<file path="src/rtl/geqi_pkg.sv">
// shared types, codes and vector decode functions for the exception slot
`timescale 1ns / 1ps

package geqi_pkg;

  localparam int VecW = 8;
  localparam int SlotVecW = 5;
  localparam int ErrW = 32;
  localparam int StatusW = 3;

  // item opcodes
  localparam logic OP_QUEUE  = 1'b0;
  localparam logic OP_INJECT = 1'b1;

  // result status codes
  localparam logic [StatusW-1:0] ST_QUEUED   = 3'd0;
  localparam logic [StatusW-1:0] ST_INVALID  = 3'd1;
  localparam logic [StatusW-1:0] ST_TRIPLE   = 3'd2;
  localparam logic [StatusW-1:0] ST_INJECTED = 3'd3;
  localparam logic [StatusW-1:0] ST_NONE     = 3'd4;
  localparam logic [StatusW-1:0] ST_SHUTDOWN = 3'd5;

  // exception classes
  localparam logic [1:0] CLS_BENIGN = 2'd1;
  localparam logic [1:0] CLS_CONT   = 2'd2;
  localparam logic [1:0] CLS_PF     = 2'd3;

  localparam logic [SlotVecW-1:0] VEC_DF = 5'd8;
  localparam logic [2:0] TYPE_HW_EXC = 3'd3;

  typedef struct packed {
    logic [StatusW-1:0]  status;
    logic [SlotVecW-1:0] slot_vector;
    logic [31:0]         entry_info;
    logic [ErrW-1:0]     entry_error_code;
    logic                write_error_code;
    logic                retain_rip;
    logic                set_resume_flag;
  } res_t;

  function automatic logic [1:0] class_of(input logic [SlotVecW-1:0] v);
    logic [1:0] c;
    case (v)
      5'd0, 5'd10, 5'd11, 5'd12, 5'd13: c = CLS_CONT;
      5'd14, 5'd20:                     c = CLS_PF;
      default:                          c = CLS_BENIGN;
    endcase
    return c;
  endfunction

  function automatic logic has_error_code(input logic [SlotVecW-1:0] v);
    return (v == 5'd8) || (v inside {[5'd10:5'd14]}) || (v == 5'd17);
  endfunction

  // traps, nmi and aborts are not faults
  function automatic logic is_fault(input logic [SlotVecW-1:0] v);
    return !(v inside {5'd1, 5'd2, 5'd3, 5'd4, 5'd8, 5'd18});
  endfunction

endpackage

</file>
<file path="src/rtl/geqi_core.sv">
// pending exception slot state and the per-item decision logic
`timescale 1ns / 1ps

module geqi_core (
  input  logic                          clk,
  input  logic                          rst,
  input  logic                          take,
  input  logic                          opcode,
  input  logic [geqi_pkg::VecW-1:0]     vector,
  input  logic [geqi_pkg::ErrW-1:0]     error_code,
  output geqi_pkg::res_t                res
);
  import geqi_pkg::*;

  logic                slot_valid;
  logic [SlotVecW-1:0] slot_vector_reg;
  logic [ErrW-1:0]     slot_error;
  logic                shutdown_pending;

  logic                slot_valid_next;
  logic [SlotVecW-1:0] slot_vector_next;
  logic [ErrW-1:0]     slot_error_next;
  logic                shutdown_pending_next;

  logic [SlotVecW-1:0] new_vec;
  logic [1:0]          pend_class;
  logic [1:0]          item_class;
  logic                promote;
  logic                ec;

  assign new_vec    = vector[SlotVecW-1:0];
  assign pend_class = slot_valid ? class_of(slot_vector_reg) : CLS_BENIGN;
  assign item_class = class_of(new_vec);
  assign promote    = ((pend_class == CLS_CONT) && (item_class == CLS_CONT)) ||
                      ((pend_class == CLS_PF) && (item_class != CLS_BENIGN));
  assign ec         = has_error_code(slot_vector_reg);

  always_comb begin
    slot_valid_next       = slot_valid;
    slot_vector_next      = slot_vector_reg;
    slot_error_next       = slot_error;
    shutdown_pending_next = shutdown_pending;
    res                   = '0;
    if (opcode == OP_QUEUE) begin
      if (vector[VecW-1:SlotVecW] != '0) begin
        res.status = ST_INVALID;
      end else if (slot_valid && (slot_vector_reg == VEC_DF) &&
                   (item_class != CLS_BENIGN)) begin
        shutdown_pending_next = 1'b1;
        res.status            = ST_TRIPLE;
      end else begin
        slot_valid_next = 1'b1;
        if (promote) begin
          slot_vector_next = VEC_DF;
          slot_error_next  = '0;
        end else begin
          slot_vector_next = new_vec;
          slot_error_next  = has_error_code(new_vec) ? error_code : '0;
        end
        res.status = ST_QUEUED;
      end
    end else begin
      if (shutdown_pending) begin
        shutdown_pending_next = 1'b0;
        res.status            = ST_SHUTDOWN;
      end else if (!slot_valid) begin
        res.status = ST_NONE;
      end else begin
        res.entry_info       = {1'b1, 19'd0, ec, TYPE_HW_EXC,
                                {(8-SlotVecW){1'b0}}, slot_vector_reg};
        res.entry_error_code = ec ? slot_error : '0;
        res.write_error_code = ec;
        res.retain_rip       = is_fault(slot_vector_reg);
        res.set_resume_flag  = is_fault(slot_vector_reg);
        slot_valid_next      = 1'b0;
        slot_vector_next     = '0;
        slot_error_next      = '0;
        res.status           = ST_INJECTED;
      end
    end
    res.slot_vector = slot_valid_next ? slot_vector_next : '0;
  end

  always_ff @(posedge clk) begin
    if (rst) begin
      slot_valid       <= 1'b0;
      slot_vector_reg  <= '0;
      slot_error       <= '0;
      shutdown_pending <= 1'b0;
    end else if (take) begin
      slot_valid       <= slot_valid_next;
      slot_vector_reg  <= slot_vector_next;
      slot_error       <= slot_error_next;
      shutdown_pending <= shutdown_pending_next;
    end
  end

endmodule

</file>
<file path="src/rtl/geqi_outbuf.sv">
// result register with a skid entry so input ready does not depend on output ready
`timescale 1ns / 1ps

module geqi_outbuf (
  input  logic           clk,
  input  logic           rst,
  input  logic           push,
  input  geqi_pkg::res_t push_data,
  output logic           can_push,
  output logic           out_valid,
  input  logic           out_ready,
  output geqi_pkg::res_t out_data
);
  import geqi_pkg::*;

  logic main_valid;
  logic skid_valid;
  res_t main_data;
  res_t skid_data;
  logic main_free;

  assign can_push  = !skid_valid;
  assign out_valid = main_valid;
  assign out_data  = main_data;
  assign main_free = !main_valid || out_ready;

  always_ff @(posedge clk) begin
    if (rst) begin
      main_valid <= 1'b0;
      skid_valid <= 1'b0;
    end else if (main_free) begin
      // refill from skid first to keep order
      if (skid_valid) begin
        main_valid <= 1'b1;
        skid_valid <= 1'b0;
      end else begin
        main_valid <= push;
      end
    end else if (push) begin
      skid_valid <= 1'b1;
    end
  end

  always_ff @(posedge clk) begin
    if (main_free) begin
      main_data <= skid_valid ? skid_data : push_data;
    end else if (push) begin
      skid_data <= push_data;
    end
  end

endmodule

</file>
<file path="src/rtl/guest_exception_queue_and_inject.sv">
// top level of the guest exception queue and injection block
//
//   channel | signals                                    | transfer when
//   in      | in_valid in_ready opcode vector error_code | in_valid && in_ready
//   out     | out_valid out_ready status ... set_resume_flag | out_valid && out_ready
//
// one item per cycle while in_ready is high; its result is registered at the transfer
// the slot state updates at the input transfer, so back-to-back items chain
// in_ready comes from a register: a skid entry holds one result during a stall
// rst is synchronous and empties the slot, the shutdown flag and both buffers
`timescale 1ns / 1ps

module guest_exception_queue_and_inject (
  input  logic                               clk,
  input  logic                               rst,
  input  logic                               in_valid,
  output logic                               in_ready,
  input  logic                               opcode,
  input  logic [geqi_pkg::VecW-1:0]          vector,
  input  logic [geqi_pkg::ErrW-1:0]          error_code,
  output logic                               out_valid,
  input  logic                               out_ready,
  output logic [geqi_pkg::StatusW-1:0]       status,
  output logic [geqi_pkg::SlotVecW-1:0]      slot_vector,
  output logic [31:0]                        entry_info,
  output logic [geqi_pkg::ErrW-1:0]          entry_error_code,
  output logic                               write_error_code,
  output logic                               retain_rip,
  output logic                               set_resume_flag
);
  import geqi_pkg::*;

  logic take;
  res_t core_res;
  res_t out_res;

  assign take = in_valid && in_ready;

  geqi_core u_core (
    .clk        (clk),
    .rst        (rst),
    .take       (take),
    .opcode     (opcode),
    .vector     (vector),
    .error_code (error_code),
    .res        (core_res)
  );

  geqi_outbuf u_outbuf (
    .clk       (clk),
    .rst       (rst),
    .push      (take),
    .push_data (core_res),
    .can_push  (in_ready),
    .out_valid (out_valid),
    .out_ready (out_ready),
    .out_data  (out_res)
  );

  assign status           = out_res.status;
  assign slot_vector      = out_res.slot_vector;
  assign entry_info       = out_res.entry_info;
  assign entry_error_code = out_res.entry_error_code;
  assign write_error_code = out_res.write_error_code;
  assign retain_rip       = out_res.retain_rip;
  assign set_resume_flag  = out_res.set_resume_flag;

endmodule

</file>
<file path="config.mk">
export PLATFORM = sky130hd
export DESIGN_NAME = guest_exception_queue_and_inject
export DESIGN_NICKNAME = d
export VERILOG_FILES = /design/src/rtl/geqi_pkg.sv /design/src/rtl/geqi_core.sv /design/src/rtl/geqi_outbuf.sv /design/src/rtl/guest_exception_queue_and_inject.sv
export SDC_FILE = /design/constraint.sdc
export NUM_CORES = 1
export LEC_CHECK = 0
export ABC_AREA = 1
export BUFFER_PORTS_ARGS = -buffer_cell sky130_fd_sc_hd__buf_2
export CAP_MARGIN = 30
export CORE_ASPECT_RATIO = 0.75
export CORE_UTILIZATION = 60
export DETAILED_ROUTE_END_ITERATION = 10
export GPL_ROUTABILITY_DRIVEN = 1
export PLACE_DENSITY = 0.85
export SYNTH_ARGS = -nofsm -noshare
export SYNTH_HDL_FRONTEND = slang
export SYNTH_SLANG_ARGS = --single-unit
export TNS_END_PERCENT = 5
</file>
<file path="constraint.sdc">
create_clock -name clk -period 7.5 [get_ports clk]
set_input_delay 0.75 -clock clk [delete_from_list [all_inputs] [get_ports clk]]
set_output_delay 0.75 -clock clk [all_outputs]
set_load 0.005 [all_outputs]
</file>
## Word-level counts from Yosys, hierarchy flattened

Index checks and enable logic that the tools add are counted.

- Reductions and logical operators: 29
- Order comparisons: 4
- Bitwise gates (word level): 1
- Equal/unequal tests: 29
- Mux-type cells: 35

Operator list:

| operator | count |
|---|---|
| $mux W32 | 8 |
| $mux W67 | 3 |
| $mux W75 | 1 |
| $eq A5 B4 Y1 const B | 12 |
| $mux W5 | 7 |
| $eq A5 B5 Y1 const B | 5 |
| $mux W3 | 4 |
| $eq A5 B2 Y1 const B | 2 |
| $ge A5 B4 Y1 const B | 2 |
| $le A5 B4 Y1 const B | 2 |
| $logic_not A5 Y1 | 2 |
| $reduce_or A5 Y1 | 2 |
| $mux W1 | 8 |
| $pmux W2 S2 | 2 |
| $logic_and A1 B1 Y1 | 7 |
| $eq A2 B2 Y1 const B | 3 |
| $logic_or A1 B1 Y1 | 6 |
| $ne A2 B2 Y1 const B | 3 |
| $reduce_bool A6 Y1 | 1 |
| $reduce_or A2 Y1 | 3 |
| $eq A5 B1 Y1 const B | 1 |
| $eq A5 B3 Y1 const B | 1 |
| $reduce_and A5 Y1 | 1 |
| $mux W2 | 2 |
| 7 further kinds | 10 |

- Output and inout port bits: 77
- Register bits: 191
- Word-level logic and storage cells: 118
- Bits of input ports: 45

## Longest topological paths before layout

- Depth in word-level cells: 13
- Depth in mapped cells: 15

## Hierarchy

Synthesis repeated with hierarchy kept, for this count alone.

- Cells, all modules: 836
- Area, all modules: 8254.2 µm²

Modules (own cells, without submodules):

| module | cells an instance | instances | area each (µm²) | seq. area each (µm²) |
|---|---|---|---|---|
| geqi_outbuf | 405 | 1 | 5559.1 | 4544.4 |
| geqi_core | 429 | 1 | 2687.6 | 780.7 |
| guest_exception_queue_and_inject | 2 | 1 | 7.5 | 0.0 |

## Least setup slack after synthesis

Ideal clock, no wire load.

- Path type: in2reg
- Start point: input port out_ready
- End point: register u_outbuf.skid_data[0] (netlist bit), enable pin
- Required time: 7.046 ns
- Arrival: 4.050 ns
- Path slack: 2.996 ns
- Stages: 3
- Cells stage by stage: inv_1 nand2_1 nor2_1

- Longest elaborated chain between the ends: 3

Ends and longest elaborated chain:

| element | RTL line | RTL |
|---|---|---|
| start: declaration | guest_exception_queue_and_inject.sv:22 | `input logic out_ready,` |
| $logic_or A1 B1 Y1 | geqi_outbuf.sv:25 | `assign main_free = !main_valid \|\| out_ready;` |
| via u_outbuf.main_free | geqi_outbuf.sv:20 | `logic main_free;` |
| $not A1 Y1 (no source line) | - |  |
| $reduce_and A2 Y1 (no source line) | - |  |
| end signal: assignment | geqi_outbuf.sv:48 | `skid_data <= push_data;` |
| end: declaration | geqi_outbuf.sv:19 | `res_t skid_data;` |

The timed path passes the listed nets, and every way through them passes these cells.
A chain may end at the register's enable or synchronous reset.

## Worst setup path after layout

- Start point: register u_outbuf.skid_valid
- End point: register u_core.slot_error[23]

- Longest elaborated chain between the ends: 3

Ends and longest elaborated chain:

| element | RTL line | RTL |
|---|---|---|
| start: declaration | geqi_outbuf.sv:17 | `logic skid_valid;` |
| start signal: assignment | geqi_outbuf.sv:30 | `skid_valid <= 1'b0;` |
| start signal: assignment | geqi_outbuf.sv:35 | `skid_valid <= 1'b0;` |
| start signal: assignment | geqi_outbuf.sv:40 | `skid_valid <= 1'b1;` |
| $logic_not A1 Y1 | geqi_outbuf.sv:22 | `assign can_push = !skid_valid;` |
| $logic_and A1 B1 Y1 | guest_exception_queue_and_inject.sv:37 | `assign take = in_valid && in_ready;` |
| $reduce_and A5 Y1 (no source line) | - |  |
| end signal: assignment | geqi_core.sv:93 | `slot_error <= slot_error_next;` |
| end: declaration | geqi_core.sv:17 | `logic [ErrW-1:0] slot_error;` |

Every way passes these cells.

==> results.toml <==
[sta]
rsz0062_at_grt = "no"
setup_tns_ns = 0
max_freq_ghz = 0.274
period_minus_slack_ns = 3.66
skew_ns = 0.00698
worstMarginPinSlew_ns = 0.997
maxSlewHeadroom_pct = 33.5
setup_viol = 0
drv_slew = 0
holdWs_ns = 0.461
hold_viol = 0
fin_crit_sh_pct = 48.7

[routing]
ant_nets = 0
avgRoutedWirePerCell_um = 15.6
vias = 4843
drtIter0Drc = 436
routed_via_density = 5.34
routed_wl_um = 14200
route.detailed.drc = 0
first_pass_iters = 5

[final_layout]
layout-drive-gt1-share_pct = 27.1
fill_cells = 717
areaGrowthSynthToFinish_pct = 16.6
fin_nets = 803
final_common_cell = "nand2_1"
final_util_pct = 72.0
final_cell_area_um2 = 7410
antennaDiodeCount = 0
finalNonFillerCells = 907
most-common-layout-cells = "nand2_1 (214), buf_2 (98), edfxtp_1 (96)"

[clocking]
root_buffer = "clkbuf_16"
clock-sinks = 137
clock_latency_ns = 0.42
postCtsHoldBufs = 0
tritoncts = "yes"
clkTransAtPathRegs_ns = 0.05
cts_made_buffers = 17
post_cts_resized = 0
postCtsSetupRepairBufs = 0
ctsHtreeMaxLevel = 4
cts_buffer_depth = 2

[critical_path]
worst-setup-path-type = "reg -> reg"
endpoint_kind = "register"
cp_max_fo = 54
start_kind = "register"
critPathRequiredTime_ns = 7.85
cp.arrival_ns = 4.00

[floorplanning]
fp.dieH_um = 91.1
die-area_um2 = 11000
core-area_um2 = 10300
rows = 32
io-pin-count = 122
initial_core_util_pct = 61.8
die_w_um = 121

[global_routing]
globalRouteTotalUtil_pct = 27.5
antenna_found_initial = 0
grt_pass1_vias = 4631
overflow = 0
grt_pass1_wl_um = 22700
grt_max_degree = 55

[placed_design]
dpl-instance-area_um2 = 6830
port_buffers = 98
hpwl_um = 9190
gp_congestion = 0.938
placedCellCount = 874

[logic_synthesis]
syn_inst = 671
ys_types = 32
syn_area_um2 = 6360
synth.avg_cell_area_um2 = 9.47
yosys_warnings = 0
ys_ff_latch = 137
yosysSeqAreaShare_pct = 58.3

[power]
p_per_area_nw_per_um2 = 242
peakVddDrop_uv = 280
p_leak_nw = 3.06

[outcome]
outcome = "finished clean"

[hold_path]
min_path_type = "reg -> reg"

[job]
maxCapViolations = 0
## cell usage after synthesis, drive strengths merged
library cell  number  area share, %
a21boi             1           0.12
a21oi             49            5.7
a221oi             1           0.14
a31oi              1          0.098
buf               47            5.1
clkbuf            11           0.65
clkinv             1          0.059
conb               1          0.059
dfxtp             41             13
edfxtp            96             45
inv               67            4.0
nand2            218             13
nand3             52            6.7
nand4              2           0.20
nor2              57            3.4
nor3              10            1.0
o211ai             2           0.24
o21ai             12           0.94
o221ai             1           0.14
o22ai              1          0.098
## layout make-up
type	count	area [µm²]	area share, %
Clock buffer	20	437	5.89
Clock inverter	12	131	1.77
Inverter	68	255	3.44
Multi-Input combinational cell	430	2130	28.7
Sequential cell	137	3700	50.0
Tap cell	136	170	2.30
Timing Repair Buffer	104	588	7.93
## metrics by stage
stage	total power [mW]	setup WS, ns
floorplan	0.949	3.00
global placement	0.984	3.50
detailed placement	0.992	3.90
CTS	1.79	3.84
global route	1.84	3.54
finish	1.79	3.84
## worst paths after layout
check                                           start                     to  slack [ns]  cells past startpoint
worst min-delay path            u_core.slot_error[22]  u_core.slot_error[22]        0.46                      2
worst min register to register  u_core.slot_error[22]  u_core.slot_error[22]        0.46                      2
worst max register to register    u_outbuf.skid_valid  u_core.slot_error[23]        3.84                      8
worst max-delay path              u_outbuf.skid_valid  u_core.slot_error[23]        3.84                      8
## report_power, final
group | total [mW] | switching, mW | internal (mW)
Sequential | 0.850 | 0.0137 | 0.836
Combinational | 0.131 | 0.0877 | 0.0431
Clock | 0.810 | 0.296 | 0.514
Total | 1.79 | 0.398 | 1.39
## metal layers
metal / up-vias / part of all wire (%) / GRT usage, %
li1: 2302 / - / -
met1: 2251 / 41 / 35.5
met2: 253 / 49 / 44.8
met3: 37 / 8.2 / 7.35
met4: 0 / 1.7 / 9.36
met5: - / 0 / 0
## critical path, stage by stage, from the launching register on
cell and delay, ns:
dfxtp_2 0.63, inv_2 0.75, nand2_1 0.46, nor3_1 0.28, nand2_1 0.23, buf_16 0.25, inv_2 0.62, nand3_1 0.17
a21oi_1 0.17
## cells by family (layout without fill, tap and decap cells)
kind of cell,count (synthesis),count (layout),share of synthesized area [%]
other,1,23,0.0590
flip-flops,137,137,58.3
AND/OR/NAND/NOR,339,339,24.5
buffers and inverters,126,204,9.74
AO/OA/AOI/OAI,68,68,7.46
(Power assumes the default switching activity.)
